## src/rtl/smsrch_pkg.sv

```systemverilog
// shared constants and types for the submatrix search block
package smsrch_pkg;

    localparam int MAX_PAT_ROWS = 8;
    localparam int MAX_PAT_COLS = 8;
    localparam int MAX_TGT_ROWS = 16;
    localparam int MAX_TGT_COLS = 16;

    localparam int PAT_DEPTH = MAX_PAT_ROWS * MAX_PAT_COLS;
    localparam int TGT_DEPTH = MAX_TGT_ROWS * MAX_TGT_COLS;
    localparam int PAT_AW    = (PAT_DEPTH > 1) ? $clog2(PAT_DEPTH) : 1;
    localparam int TGT_AW    = (TGT_DEPTH > 1) ? $clog2(TGT_DEPTH) : 1;

    localparam int PR_W = (MAX_PAT_ROWS > 1) ? $clog2(MAX_PAT_ROWS) : 1;
    localparam int PC_W = (MAX_PAT_COLS > 1) ? $clog2(MAX_PAT_COLS) : 1;
    localparam int TR_W = (MAX_TGT_ROWS > 1) ? $clog2(MAX_TGT_ROWS) : 1;
    localparam int TC_W = (MAX_TGT_COLS > 1) ? $clog2(MAX_TGT_COLS) : 1;

    localparam int IDX_W      = 4;
    localparam int VAL_W      = 32;
    localparam int PSZ_W      = 4;
    localparam int TSZ_W      = 5;
    localparam int REQ_W      = 2;
    localparam int CFG_IDX_W  = 2;
    localparam int CFG_DATA_W = 5;
    localparam int S_TDATA_W  = 40;
    localparam int M_TDATA_W  = 8;

    typedef enum logic [REQ_W-1:0] {
        REQ_PAT    = 2'd0,
        REQ_TGT    = 2'd1,
        REQ_SEARCH = 2'd2
    } req_t;

    localparam logic [CFG_IDX_W-1:0] CFG_PAT_ROWS = 2'd0;
    localparam logic [CFG_IDX_W-1:0] CFG_PAT_COLS = 2'd1;
    localparam logic [CFG_IDX_W-1:0] CFG_TGT_ROWS = 2'd2;
    localparam logic [CFG_IDX_W-1:0] CFG_TGT_COLS = 2'd3;

    typedef struct packed {
        logic              pat_we;
        logic              tgt_we;
        logic [PAT_AW-1:0] pat_waddr;
        logic [TGT_AW-1:0] tgt_waddr;
        logic [VAL_W-1:0]  wdata;
        logic              rd_en;
        logic [PAT_AW-1:0] pat_raddr;
        logic [TGT_AW-1:0] tgt_raddr;
    } mem_ctl_t;

endpackage

```

## src/rtl/smsrch_seq.sv

```systemverilog
// size registers, placement and element counters, and the search sequencer
module smsrch_seq (
    input  logic                                aclk,
    input  logic                                aresetn,
    input  logic                                cfg_we,
    input  logic [smsrch_pkg::CFG_IDX_W-1:0]    cfg_index,
    input  logic [smsrch_pkg::CFG_DATA_W-1:0]   cfg_wdata,
    input  logic                                s_tvalid,
    output logic                                s_tready,
    input  logic [smsrch_pkg::REQ_W-1:0]        req,
    input  logic [smsrch_pkg::IDX_W-1:0]        row,
    input  logic [smsrch_pkg::IDX_W-1:0]        col,
    input  logic [smsrch_pkg::VAL_W-1:0]        value,
    output logic                                m_tvalid,
    input  logic                                m_tready,
    output logic                                m_found,
    output smsrch_pkg::mem_ctl_t                ctl,
    input  logic                                eq
);
    import smsrch_pkg::*;

    typedef enum logic [1:0] {
        ST_IDLE,
        ST_READ,
        ST_COMP,
        ST_FIN
    } state_t;

    state_t            state_reg;
    logic [PSZ_W-1:0]  pat_rows_reg;
    logic [PSZ_W-1:0]  pat_cols_reg;
    logic [TSZ_W-1:0]  tgt_rows_reg;
    logic [TSZ_W-1:0]  tgt_cols_reg;
    logic [TR_W-1:0]   r0_reg;
    logic [TC_W-1:0]   c0_reg;
    logic [PR_W-1:0]   r_reg;
    logic [PC_W-1:0]   c_reg;
    logic              found_reg;
    logic              m_found_reg;
    logic              m_valid_reg;

    logic [PSZ_W-1:0]  pr;
    logic [PSZ_W-1:0]  pc;
    logic [TSZ_W-1:0]  tr;
    logic [TSZ_W-1:0]  tc;
    logic              no_fit;
    logic              last_c;
    logic              last_r;
    logic              last_c0;
    logic              last_r0;
    logic              in_acc;

    // size clamping: zero reads as one, above maximum reads as maximum
    always_comb begin
        if (pat_rows_reg == '0) begin
            pr = PSZ_W'(1);
        end else if (int'(pat_rows_reg) > MAX_PAT_ROWS) begin
            pr = PSZ_W'(MAX_PAT_ROWS);
        end else begin
            pr = pat_rows_reg;
        end
        if (pat_cols_reg == '0) begin
            pc = PSZ_W'(1);
        end else if (int'(pat_cols_reg) > MAX_PAT_COLS) begin
            pc = PSZ_W'(MAX_PAT_COLS);
        end else begin
            pc = pat_cols_reg;
        end
        if (tgt_rows_reg == '0) begin
            tr = TSZ_W'(1);
        end else if (int'(tgt_rows_reg) > MAX_TGT_ROWS) begin
            tr = TSZ_W'(MAX_TGT_ROWS);
        end else begin
            tr = tgt_rows_reg;
        end
        if (tgt_cols_reg == '0) begin
            tc = TSZ_W'(1);
        end else if (int'(tgt_cols_reg) > MAX_TGT_COLS) begin
            tc = TSZ_W'(MAX_TGT_COLS);
        end else begin
            tc = tgt_cols_reg;
        end
    end

    assign no_fit  = (TSZ_W'(pr) > tr) || (TSZ_W'(pc) > tc);
    assign last_c  = (PSZ_W'(c_reg) + PSZ_W'(1)) == pc;
    assign last_r  = (PSZ_W'(r_reg) + PSZ_W'(1)) == pr;
    assign last_c0 = (TSZ_W'(c0_reg) + TSZ_W'(pc)) == tc;
    assign last_r0 = (TSZ_W'(r0_reg) + TSZ_W'(pr)) == tr;

    assign s_tready = (state_reg == ST_IDLE);
    assign in_acc   = s_tvalid && s_tready;
    assign m_tvalid = m_valid_reg;
    assign m_found  = m_found_reg;

    always_comb begin
        ctl.pat_we    = in_acc && (req == REQ_PAT) &&
                        (int'(row) < MAX_PAT_ROWS) && (int'(col) < MAX_PAT_COLS);
        ctl.tgt_we    = in_acc && (req == REQ_TGT) &&
                        (int'(row) < MAX_TGT_ROWS) && (int'(col) < MAX_TGT_COLS);
        ctl.pat_waddr = PAT_AW'(int'(row) * MAX_PAT_COLS + int'(col));
        ctl.tgt_waddr = TGT_AW'(int'(row) * MAX_TGT_COLS + int'(col));
        ctl.wdata     = value;
        ctl.rd_en     = (state_reg == ST_READ);
        ctl.pat_raddr = PAT_AW'(int'(r_reg) * MAX_PAT_COLS + int'(c_reg));
        ctl.tgt_raddr = TGT_AW'((int'(r0_reg) + int'(r_reg)) * MAX_TGT_COLS
                                + int'(c0_reg) + int'(c_reg));
    end

    always_ff @(posedge aclk) begin
        if (!aresetn) begin
            state_reg    <= ST_IDLE;
            m_valid_reg  <= 1'b0;
            pat_rows_reg <= PSZ_W'(1);
            pat_cols_reg <= PSZ_W'(1);
            tgt_rows_reg <= TSZ_W'(16);
            tgt_cols_reg <= TSZ_W'(16);
        end else begin
            if (cfg_we) begin
                unique case (cfg_index)
                    CFG_PAT_ROWS: pat_rows_reg <= cfg_wdata[PSZ_W-1:0];
                    CFG_PAT_COLS: pat_cols_reg <= cfg_wdata[PSZ_W-1:0];
                    CFG_TGT_ROWS: tgt_rows_reg <= cfg_wdata[TSZ_W-1:0];
                    CFG_TGT_COLS: tgt_cols_reg <= cfg_wdata[TSZ_W-1:0];
                endcase
            end
            if (m_valid_reg && m_tready && (state_reg != ST_FIN)) begin
                m_valid_reg <= 1'b0;
            end
            unique case (state_reg)
                ST_IDLE: begin
                    if (s_tvalid && (req == REQ_SEARCH)) begin
                        r0_reg <= '0;
                        c0_reg <= '0;
                        r_reg  <= '0;
                        c_reg  <= '0;
                        if (no_fit) begin
                            found_reg <= 1'b0;
                            state_reg <= ST_FIN;
                        end else begin
                            state_reg <= ST_READ;
                        end
                    end
                end
                ST_READ: begin
                    state_reg <= ST_COMP;
                end
                ST_COMP: begin
                    if (!eq) begin
                        if (last_c0 && last_r0) begin
                            found_reg <= 1'b0;
                            state_reg <= ST_FIN;
                        end else begin
                            // next placement, row by row
                            r_reg <= '0;
                            c_reg <= '0;
                            if (last_c0) begin
                                c0_reg <= '0;
                                r0_reg <= r0_reg + TR_W'(1);
                            end else begin
                                c0_reg <= c0_reg + TC_W'(1);
                            end
                            state_reg <= ST_READ;
                        end
                    end else if (last_c && last_r) begin
                        found_reg <= 1'b1;
                        state_reg <= ST_FIN;
                    end else begin
                        if (last_c) begin
                            c_reg <= '0;
                            r_reg <= r_reg + PR_W'(1);
                        end else begin
                            c_reg <= c_reg + PC_W'(1);
                        end
                        state_reg <= ST_READ;
                    end
                end
                ST_FIN: begin
                    if (!m_valid_reg || m_tready) begin
                        m_valid_reg <= 1'b1;
                        m_found_reg <= found_reg;
                        state_reg   <= ST_IDLE;
                    end
                end
            endcase
        end
    end

endmodule

```

## config.mk

```make
export PLATFORM = sky130hd
export DESIGN_NAME = smsrch_seq
export DESIGN_NICKNAME = d
export VERILOG_FILES = /design/src/rtl/smsrch_pkg.sv /design/src/rtl/smsrch_seq.sv
export SDC_FILE = /design/constraint.sdc
export NUM_CORES = 1
export LEC_CHECK = 0
export BUFFER_PORTS_ARGS = -buffer_cell sky130_fd_sc_hd__buf_2
export CORE_MARGIN = 2
export CORE_UTILIZATION = 25
export CTS_BUF_LIST = sky130_fd_sc_hd__clkbuf_16
export CTS_CLUSTER_DIAMETER = 60
export DETAILED_ROUTE_END_ITERATION = 10
export PLACE_DENSITY_LB_ADDON = 0.05
export SETUP_SLACK_MARGIN = 0.05
export SYNTH_ARGS = -nofsm -noshare
export SYNTH_HDL_FRONTEND = slang
export SYNTH_SLANG_ARGS = --single-unit
```

## constraint.sdc

```tcl
create_clock -name aclk -period 3.3 [get_ports aclk]
set_input_delay 0.165 -clock aclk [delete_from_list [all_inputs] [get_ports aclk]]
set_output_delay 0.165 -clock aclk [all_outputs]
set_load 0.005 [all_outputs]
```

---- Word-level counts from Yosys, hierarchy flattened ----
Cells that the tools add are included.
operators by class
  $add $sub $neg .......................... 14
  $lt $le $gt $ge ......................... 8
  equal/unequal tests ..................... 24
  multiplexer cells ....................... 43
  reduce and logical (&&, ||, !) cells .... 32
operators with widths
  kind                 count
  $mux 4               11
  $mux 3               8
  $mux 5               4
  $reduce_and 6->1     3
  $add 8x4->8          2
  $pmux 4 s2           2
  $ne 3x3->1 const B   5
  $mux 2               6
  $pmux 3 s2           2
  $add 4x4->5          2
  $eq 2x2->1 const B   5
  $eq 5x5->1           2
  $gt 4x5->1           2
  $gt 5x5->1 const B   2
  $logic_and 1x1->1    10
  $logic_not 5->1      2
  $ne 2x2->1 const B   5
  $reduce_and 2->1     5
  $reduce_and 5->1     2
  $add 3x1->4 const B  2
  $add 4x1->4 const B  2
  $add 8x3->8          1
  $eq 4x4->1           2
  $gt 4x4->1 const B   2
  other kinds (16)     32
storage, ports and cells
  flip-flop bits (word level) ............. 37
  input port bits ......................... 55
  output and inout port bits .............. 66
  word-level logic and storage cells ...... 133

---- Depth between registers and ports, before layout ----
Gate-level depths: netlist of run 1.
  depth after elaboration ................. 9
  depth in mapped cells ................... 12
  mapped depth without buffers ............ 11

---- Worst setup path before layout of run 1 ----
No wires, ideal clock.
  path kind ............................... reg2reg
  from .................................... reg pat_cols_reg[1]
  to ...................................... reg r0_reg[0] (enable)
  library setup time ...................... 372 ps
  data arrival time ....................... 2,295 ps
  required time ........................... 2,928 ps
  slack ................................... 633 ps
  stages on the path, launching flop included .. 11
  buffers on the path ..................... 0
  period minus slack after synthesis ...... 2,667 ps
  cell sequence ........................... dfxtp_1 nor2_1 nor2_1 nor2_1 ha_1 ha_1 a2111oi_4 nor3_1 xor2_1 o41ai_1 a211oi_1
between the ends
  longest elaborated chain between the ends .. 8
  elaborated cells on any way between the ends .. 10
  those cells by class .................... add/sub: 1; order compare: 1; eq/ne: 3; mux: 2; reduce/logical: 3
RTL lines
  element                              line               source
  from (decl)                          smsrch_seq.sv:31   logic [PSZ_W-1:0] pat_cols_reg;
  from (signal assigned)               smsrch_seq.sv:122  CFG_PAT_COLS: pat_cols_reg <= cfg_wdata[PSZ_W-1:0];
  $gt 4x4->1                           smsrch_seq.sv:64   end else if (int'(pat_cols_reg) > MAX_PAT_COLS) begin
  $mux 4                               smsrch_seq.sv:64
  $mux 4 *                             smsrch_seq.sv:62   if (pat_cols_reg == '0) begin
  $add 4x4->5 *                        smsrch_seq.sv:88   assign last_c0 = (TSZ_W'(c0_reg) + TSZ_W'(pc)) == tc;
  $eq 5x5->1 *                         smsrch_seq.sv:88
  $logic_and 1x1->1                    smsrch_seq.sv:150  if (last_c0 && last_r0) begin
  $ne 2x2->1 (no source line)          n/a
  $reduce_and 6->1 (no source line) *  n/a
  to (signal assigned)                 smsrch_seq.sv:159  r0_reg <= r0_reg + TR_W'(1);
  to (decl)                            smsrch_seq.sv:34   logic [TR_W-1:0] r0_reg;
Mark *: on every way between the ends. The rest lies on a longest branch, timed or not.
A chain may end at the register's enable or synchronous reset.

---- Worst setup path in the final report of run 1 ----
  from .................................... reg pat_cols_reg[1]
  to ...................................... reg c0_reg[2] (enable)
between the ends
  longest elaborated chain between the ends .. 8
  elaborated cells on any way between the ends .. 9
  those cells by class .................... add/sub: 1; order compare: 1; eq/ne: 2; mux: 2; reduce/logical: 3
RTL lines
  element                              line               source
  $gt 4x4->1                           smsrch_seq.sv:64
  $mux 4                               smsrch_seq.sv:64
  $mux 4 *                             smsrch_seq.sv:62
  $add 4x4->5 *                        smsrch_seq.sv:88
  $eq 5x5->1 *                         smsrch_seq.sv:88
  $logic_and 1x1->1 *                  smsrch_seq.sv:150
  $ne 2x2->1 (no source line) *        n/a
  $reduce_and 5->1 (no source line) *  n/a
  to (signal assigned)                 smsrch_seq.sv:161  c0_reg <= c0_reg + TC_W'(1);
  to (decl)                            smsrch_seq.sv:35   logic [TC_W-1:0] c0_reg;
Marks and branches as above.

==> results of run 1 <==
-- cell families (layout without fill, tap and decap cells) --
family / after synthesis / count (layout) / share of synthesized area, %
adder cells (fa/ha/maj): 28 / 28 / 11.31
AND/OR/NAND/NOR: 127 / 127 / 21.42
flip-flops: 37 / 37 / 27.89
multiplexers: 17 / 17 / 5.267
XOR/XNOR: 34 / 34 / 9.217
AO/OA/AOI/OAI: 52 / 52 / 11.15
buffers and inverters: 73 / 78 / 13.75
-- area by class of cell --
cell class                 count  share of cell area, %
tap                          172                  6.132
inverter                      19                  2.032
sequential                    37                  25.67
multi-input combinational    258                  54.05
clock inverter                 2                 0.2852
timing repair buffer          51                  7.558
clock buffer                   6                  4.278
-- power by group through the flow --
stage / logic, mW / clock network, mW / registers (mW)
2_1_floorplan: 0.161 / 0 / 0.507
3_3_place_gp: 0.175 / 0 / 0.517
3_5_place_dp: 0.174 / 0 / 0.517
4_1_cts: 0.175 / 0.545 / 0.507
5_1_grt: 0.196 / 0.559 / 0.509
6_report: 0.172 / 0.527 / 0.506
-- stage by stage --
| stage | cell area [um2] | setup slack, ns | total power [mW] | util (%) |
|---|---|---|---|---|
| floorplan | 3231 | 0.6329 | 0.6681 | - |
| CTS | 3498 | 0.1305 | 1.227 | 27.72 |
| global route | 3510 | 0.07215 | 1.264 | 27.81 |
| global placement | 3338 | 0.1991 | 0.6919 | 26.45 |
| detailed placement | 3338 | 0.1527 | 0.6909 | 26.45 |
| finish | 3510 | 0.3158 | 1.206 | 27.81 |
-- timing repair --
| item | CTS | global route |
|---|---|---|
| endpoints found under the setup margin | 0 | 7 |
| resized for setup | 0 | 2 |
| endpoints found under the hold margin | 0 | 0 |
-- critical path: cells and delay by family (launching register included) --
kind / cells / cell delay [ns]
AOI/OAI and AO/OA: 3 / 1.17
xor gates and xnor gates: 1 / 0.19
adders and majority gates: 2 / 0.46
DFF: 1 / 0.46
and+or+nand+nor: 4 / 0.39
-- synthesized netlist by cell type, types with 4 or more instances --
cell type and count:
nor3_1 8, nand3_1 7, edfxtp_1 16, nor3b_1 4, nor2b_1 24, nand3b_1 9
buf_4 45, o21ai_0 8, nand2_1 16, a21oi_1 14, a31oi_1 7, nand2b_1 8
xnor2_1 22, nor2_1 35, xor2_1 12, inv_1 19, dfxtp_1 21, ha_1 26
mux2i_1 17, clkbuf_1 8
-- routing by layer --
layer  part of all wire, %  global-route usage, %  up-vias
met3                   4.3                  2.665        8
li1                      -                      -     1235
met4                   1.2                  3.313        0
met5                     0                      0        -
met2                    47                  19.37       31
met1                    48                  15.55     1131
-- how the worst min path moves through the flow --
stage	from	slack (ns)	to	depth (start not counted)
after global placement	value[1]	0.33	ctl[16]	0
after floorplan	cfg_wdata[0]	0.29	pat_cols_reg[0]	2
after detailed placement	value[1]	0.33	ctl[16]	0
after global routing	cfg_wdata[4]	0.11	tgt_cols_reg[4]	3
after CTS	cfg_wdata[4]	0.11	tgt_cols_reg[4]	3
final	cfg_wdata[4]	0.12	tgt_cols_reg[4]	3
==> results by group, run 1 <==
Critical path
  – Reg-to-reg startpoint: pat_cols_reg[1]
  – End of the critical path: c0_reg[2]
  – Reg2reg end: c0_reg[2]
  – Most common cell on crit path: nor2_1
  – Arrival @ worst endpoint: 2.96 ns
  – Worst Setup SP: pat_cols_reg[1]
  – WP data required: 3.28 ns
  – Slowest CP cell: o41ai_1
  – Cell Chain, Critical Path: nor2_1 -> nor2_1 -> nor2_1 -> ha_1 -> ha_1 -> a2111oi_4 -> nor3_1 -> xor2_1 -> o41ai_1 -> a21oi_1
  – WS Path Type: flop to flop
  – R2R depth: 10
  – R2R Setup Slk: 0.32 ns
  – CP startpoint kind: flop
  – Crit-path max cell delay: 0.58 ns
  – CP Capture Type: flop
  – Crit-path max FO: 7

Timing
  – Final period utilization: 90.43%
  – Pins Over Slew Limit: 0
  – Worst Skew: 0.006226 ns
  – Hold_ws: 0.1177 ns
  – Final setup viols: 0
  – RSZ-0062 raised after global routing: no
  – Worst Tran Pin Value: 0.9122 ns
  – Final Hold Fails: 0
  – Setup_tns: 0 ns
  – Final min period: 2.984 ns
  – Slew margin rel.: 39.05%
  – Highest clock rate: 335.1 MHz

Synthesis
  – Avg Cell Area, Syn: 8.779 um2
  – Syn Std Cell Area: 0.003231 mm2
  – Synth top area share: 14.87%
  – Synth async-reset ratio: 0%
  – Synth warnings: 0
  – Top cell type by total area after synthesis: edfxtp_1
  – Syn Nets: 451
  – Cells after synthesis: 368
  – Register area share after synthesis: 27.89%
  – Seq cells post-synth: 37
  – Synth top area cells: edfxtp_1, dfxtp_1, buf_4, ha_1, xnor2_1
  – Post-synth EDFFs: 16
  – Synth Flop Type: dfxtp_1
  – Number of distinct library cells after synthesis: 48

Clock tree
  – Clk buf depth: 2
  – Hold-fix buffers, CTS: 0
  – Clock latency on the worst-skew pair: 0.29 ns
  – H-tree levels: 2
  – CTS tree: done
  – Clk sinks: 37
  – Root Buffer: clkbuf_16
  – Clock slew at reported path FFs: 0.06 ns
  – Num CTS Buffers: 5
  – Post-CTS setup buffers: 0

Power
  – Pwr per Cell Area: 343.5 mW/mm2
  – Clock share of power: 43.7%
  – Int Power: 0.8937 mW
  – Worst-case vdd ir drop: 0.1451 mV
  – Switch share: 25.86%
  – Logic gate share of total power: 14.3%
  – Static Leak: 1.467 nW
  – Flop pwr share: 42.0%
  – Net load switching power: 0.3118 mW

Place
  – Post-Place Cells: 537
  – GP Congestion: 0.7517
  – DP HPWL: 6367 um
  – Port Buffers: 47

Global routing
  – First-pass GRT wire length: 12990 um
  – Global route overflow: 0
  – Largest net degree at the start of global routing: 25
  – Gr usage total: 11.81%
  – Vias in the first global route: 2425
  – Initial antenna violation count: 0

Route
  – Vias after detailed routing: 2405
  – Final wirelength: 7915 um
  – DRC: 0
  – Iteration-0 DRC Markers: 74
  – Vias per cell: 4.413
  – Post-DR wirelength/cell: 14.52 um
  – First-pass iteration count of the detailed router: 4
  – Routed Antenna Nets: 0

Floorplanning
  – Initial Util: 25.60%
  – Die Height: 117.7 um
  – Die Wd: 117.7 um
  – I/O Pins: 121
  – Die area: 0.01385 mm2
  – # rows: 41
  – Core Footprint: 0.01262 mm2

Final layout
  – Area growth syn-to-layout: 8.637%
  – N_diodes: 0
  – Storage cell area: 900.9 um2
  – Share of cells above drive strength 1: 17.96%
  – Commonest cells after routing, fill and taps aside: buf_2, nor2_1, ha_1
  – Area of the multi-input gates: 0.001897 mm2
  – Net count, final: 455
  – Final non-filler cell total: 545
  – Fill count: 1412
  – Commonest non-fill, non-tap cell in the layout: buf_2

Flow run
  – Max_cap viols: 0

Status
  – Run status: finished clean

Worst hold path
  – Tightest Hold Check Type: input port to flop
No activity file was read; power rests on OpenSTA's default activity.
==> inputs of run 2 (changes only) <==
CORE_UTILIZATION = 50   (was 25)
RECOVER_POWER = 25   (was not set)
SKIP_CTS_REPAIR_TIMING = 1   (was not set)
==> results by group, run 2 (same netlist as run 1, synthesis figures left out) <==
Final layout
  – Net count, final: 451 (-0.88%)
  – Share of cells above drive strength 1: 16.53% (-1.4 points)
  – Storage cell area: 900.9 um2 (unchanged)
  – N_diodes: 0 (unchanged)
  – Area of the multi-input gates: 0.001891 mm2 (-0.33%)
  – Commonest cells after routing, fill and taps aside: buf_2, nor2_1, ha_1
  – Fill count: 638 (-55%)
  – Area growth syn-to-layout: 3.137%
  – Commonest non-fill, non-tap cell in the layout: buf_2

Floorplanning
  – I/O Pins: 121 (unchanged)
  – # rows: 29 (-29%)
  – Initial Util: 51.17% (+26 points)
  – Die area: 0.007120 mm2 (-49%)
  – Die Wd: 84.38 um (-28%)
  – Core Footprint: 0.006314 mm2 (-50%)
  – Die Height: 84.38 um (-28%)

Route
  – Vias per cell: 5.388 (+22%)
  – Routed Antenna Nets: 0 (unchanged)
  – First-pass iteration count of the detailed router: 4 (unchanged)
  – Iteration-0 DRC Markers: 85 (+15%)
  – DRC: 0 (unchanged)
  – Vias after detailed routing: 2403 (-0.083%)
  – Final wirelength: 6475 um (-18%)
  – Post-DR wirelength/cell: 14.52 um (about the same)

Timing
  – Setup_tns: 0 ns (unchanged)
  – Worst Slack Setup Final: 0.3898 ns (+0.07399 ns)
  – Final setup viols: 0 (unchanged)
  – Worst Skew: 0.004468 ns (-0.001758 ns)
  – Final min period: 2.910 ns (-0.07399 ns)
  – Final Hold Fails: 0 (unchanged)
  – Final period utilization: 88.19% (-2.2 points)
  – Worst Tran Pin Value: 0.8019 ns (-0.1103 ns)
  – Highest clock rate: 343.6 MHz (+2.5%)
  – Hold_ws: 0.1158 ns (-0.001865 ns)
  – Slew margin rel.: 46.42% (+7.4 points)
  – Pins Over Slew Limit: 0 (unchanged)
  – RSZ-0062 raised after global routing: no

Worst hold path
  – HP Start: cfg_wdata[4]
  – Worst Hold Path EP: tgt_cols_reg[4]
  – Tightest Hold Check Type: input port to flop
  – Hold path depth: 3 (unchanged)

Critical path
  – Reg2reg end: r_reg[1]
  – WS Path Type: flop to flop
  – Crit-path max FO: 7 (unchanged)
  – CP startpoint kind: flop
  – R2R depth: 10 (unchanged)
  – Reg-to-reg startpoint: pat_cols_reg[1]
  – WP data required: 3.21 ns (-0.07 ns)
  – R2R Setup Slk: 0.39 ns (+0.07 ns)
  – Arrival @ worst endpoint: 2.82 ns (-0.14 ns)
  – CP Capture Type: flop

Global routing
  – Global route overflow: 0 (unchanged)
  – Initial antenna violation count: 0 (unchanged)
  – Gr usage total: 19.22% (+7.4 points)
  – Largest net degree at the start of global routing: 25 (unchanged)
  – First-pass GRT wire length: 11100 um (-15%)
  – Vias in the first global route: 2313 (-4.6%)

Place
  – Place WS: 0.2931 ns (+0.1405 ns)
  – DP HPWL: 5317 um (-16%)
  – Port Buffers: 47 (unchanged)
  – GP Congestion: 0.8022 (+6.7%)

Clock tree
  – Root Buffer: clkbuf_16
  – Clk buf depth: 2 (unchanged)
  – H-tree levels: 2 (unchanged)
  – CTS tree: done
  – Clk sinks: 37 (unchanged)
  – Clock latency on the worst-skew pair: 0.28 ns (about the same)
  – Num CTS Buffers: 5 (unchanged)
  – Clock slew at reported path FFs: 0.05 ns (about the same)

Power
  – Pwr per Cell Area: 335.8 mW/mm2 (-2.3%)
  – Static Leak: 1.434 nW (-2.3%)
  – Worst-case vdd ir drop: 0.1967 mV (+36%)

Status
  – Run status: finished clean

Flow run
  – Max_cap viols: 0 (unchanged)
## run 2: cell types whose count changed in the layout (fill, tap and decap cells not counted), sizes merged
cell | before | now
clkbuf | 6 | 5
inv | 21 | 20
clkinv | 0 | 2
buf | 51 | 47
## run 2: area by class of cell
cell class,count,area share [%]
timing repair buffer,47,7.060
clock buffer,5,3.755
inverter,19,2.140
multi-input combinational,258,56.74
sequential,37,27.04
clock inverter,3,0.3755
tap,77,2.891
## run 2: worst max-delay path by stage
stage / start / endpoint / slack, ns / cells past startpoint
final: pat_cols_reg[1] / r_reg[1] / 0.39 / 10
after global routing: pat_cols_reg[1] / r_reg[1] / 0.11 / 10
after CTS: pat_cols_reg[1] / r0_reg[2] / 0.29 / 10
after detailed placement: pat_cols_reg[1] / r0_reg[2] / 0.29 / 10
after global placement: pat_cols_reg[1] / r0_reg[3] / 0.38 / 10
after floorplan: pat_cols_reg[1] / r0_reg[0] / 0.63 / 10
## run 2: routing by layer
layer | track usage, % | up-vias | part of all wire [%]
li1 | - | 1230 | -
met1 | 25.87 | 1100 | 47
met2 | 30.52 | 56 | 46
met3 | 4.228 | 17 | 4.9
met4 | 6.926 | 0 | 2.0
met5 | 0 | - | 0
## run 2: per-stage QoR
step           total power, mW  area, um2  util (%)  std cells
6_report                 1.119       3332     52.77        446
5_1_grt                  1.181       3332     52.77        446
4_1_cts                  1.128       3327     52.70        446
3_5_place_dp            0.6823       3189     50.52        438
3_3_place_gp            0.6802       3189     50.52        438
2_1_floorplan           0.6681       3231         -        368
## run 2: critical path, cell delays in order (launching register included)
cell and delay [ns]:
dfxtp_1 0.44, nor2_1 0.10, nor2_1 0.10, nor2_1 0.06, ha_1 0.23, ha_1 0.23, a2111oi_4 0.32, nor3_1 0.11
xor2_1 0.32, nor4_1 0.12, a311oi_1 0.51
## run 2: power breakdown
| part | switching [mW] | total [mW] | internal (mW) | leakage [nW] |
|---|---|---|---|---|
| sequential | 0.0201 | 0.508 | 0.488 | 0.319 |
| clock | 0.174 | 0.448 | 0.273 | 0.0713 |
| combinational | 0.0832 | 0.163 | 0.0802 | 1.04 |
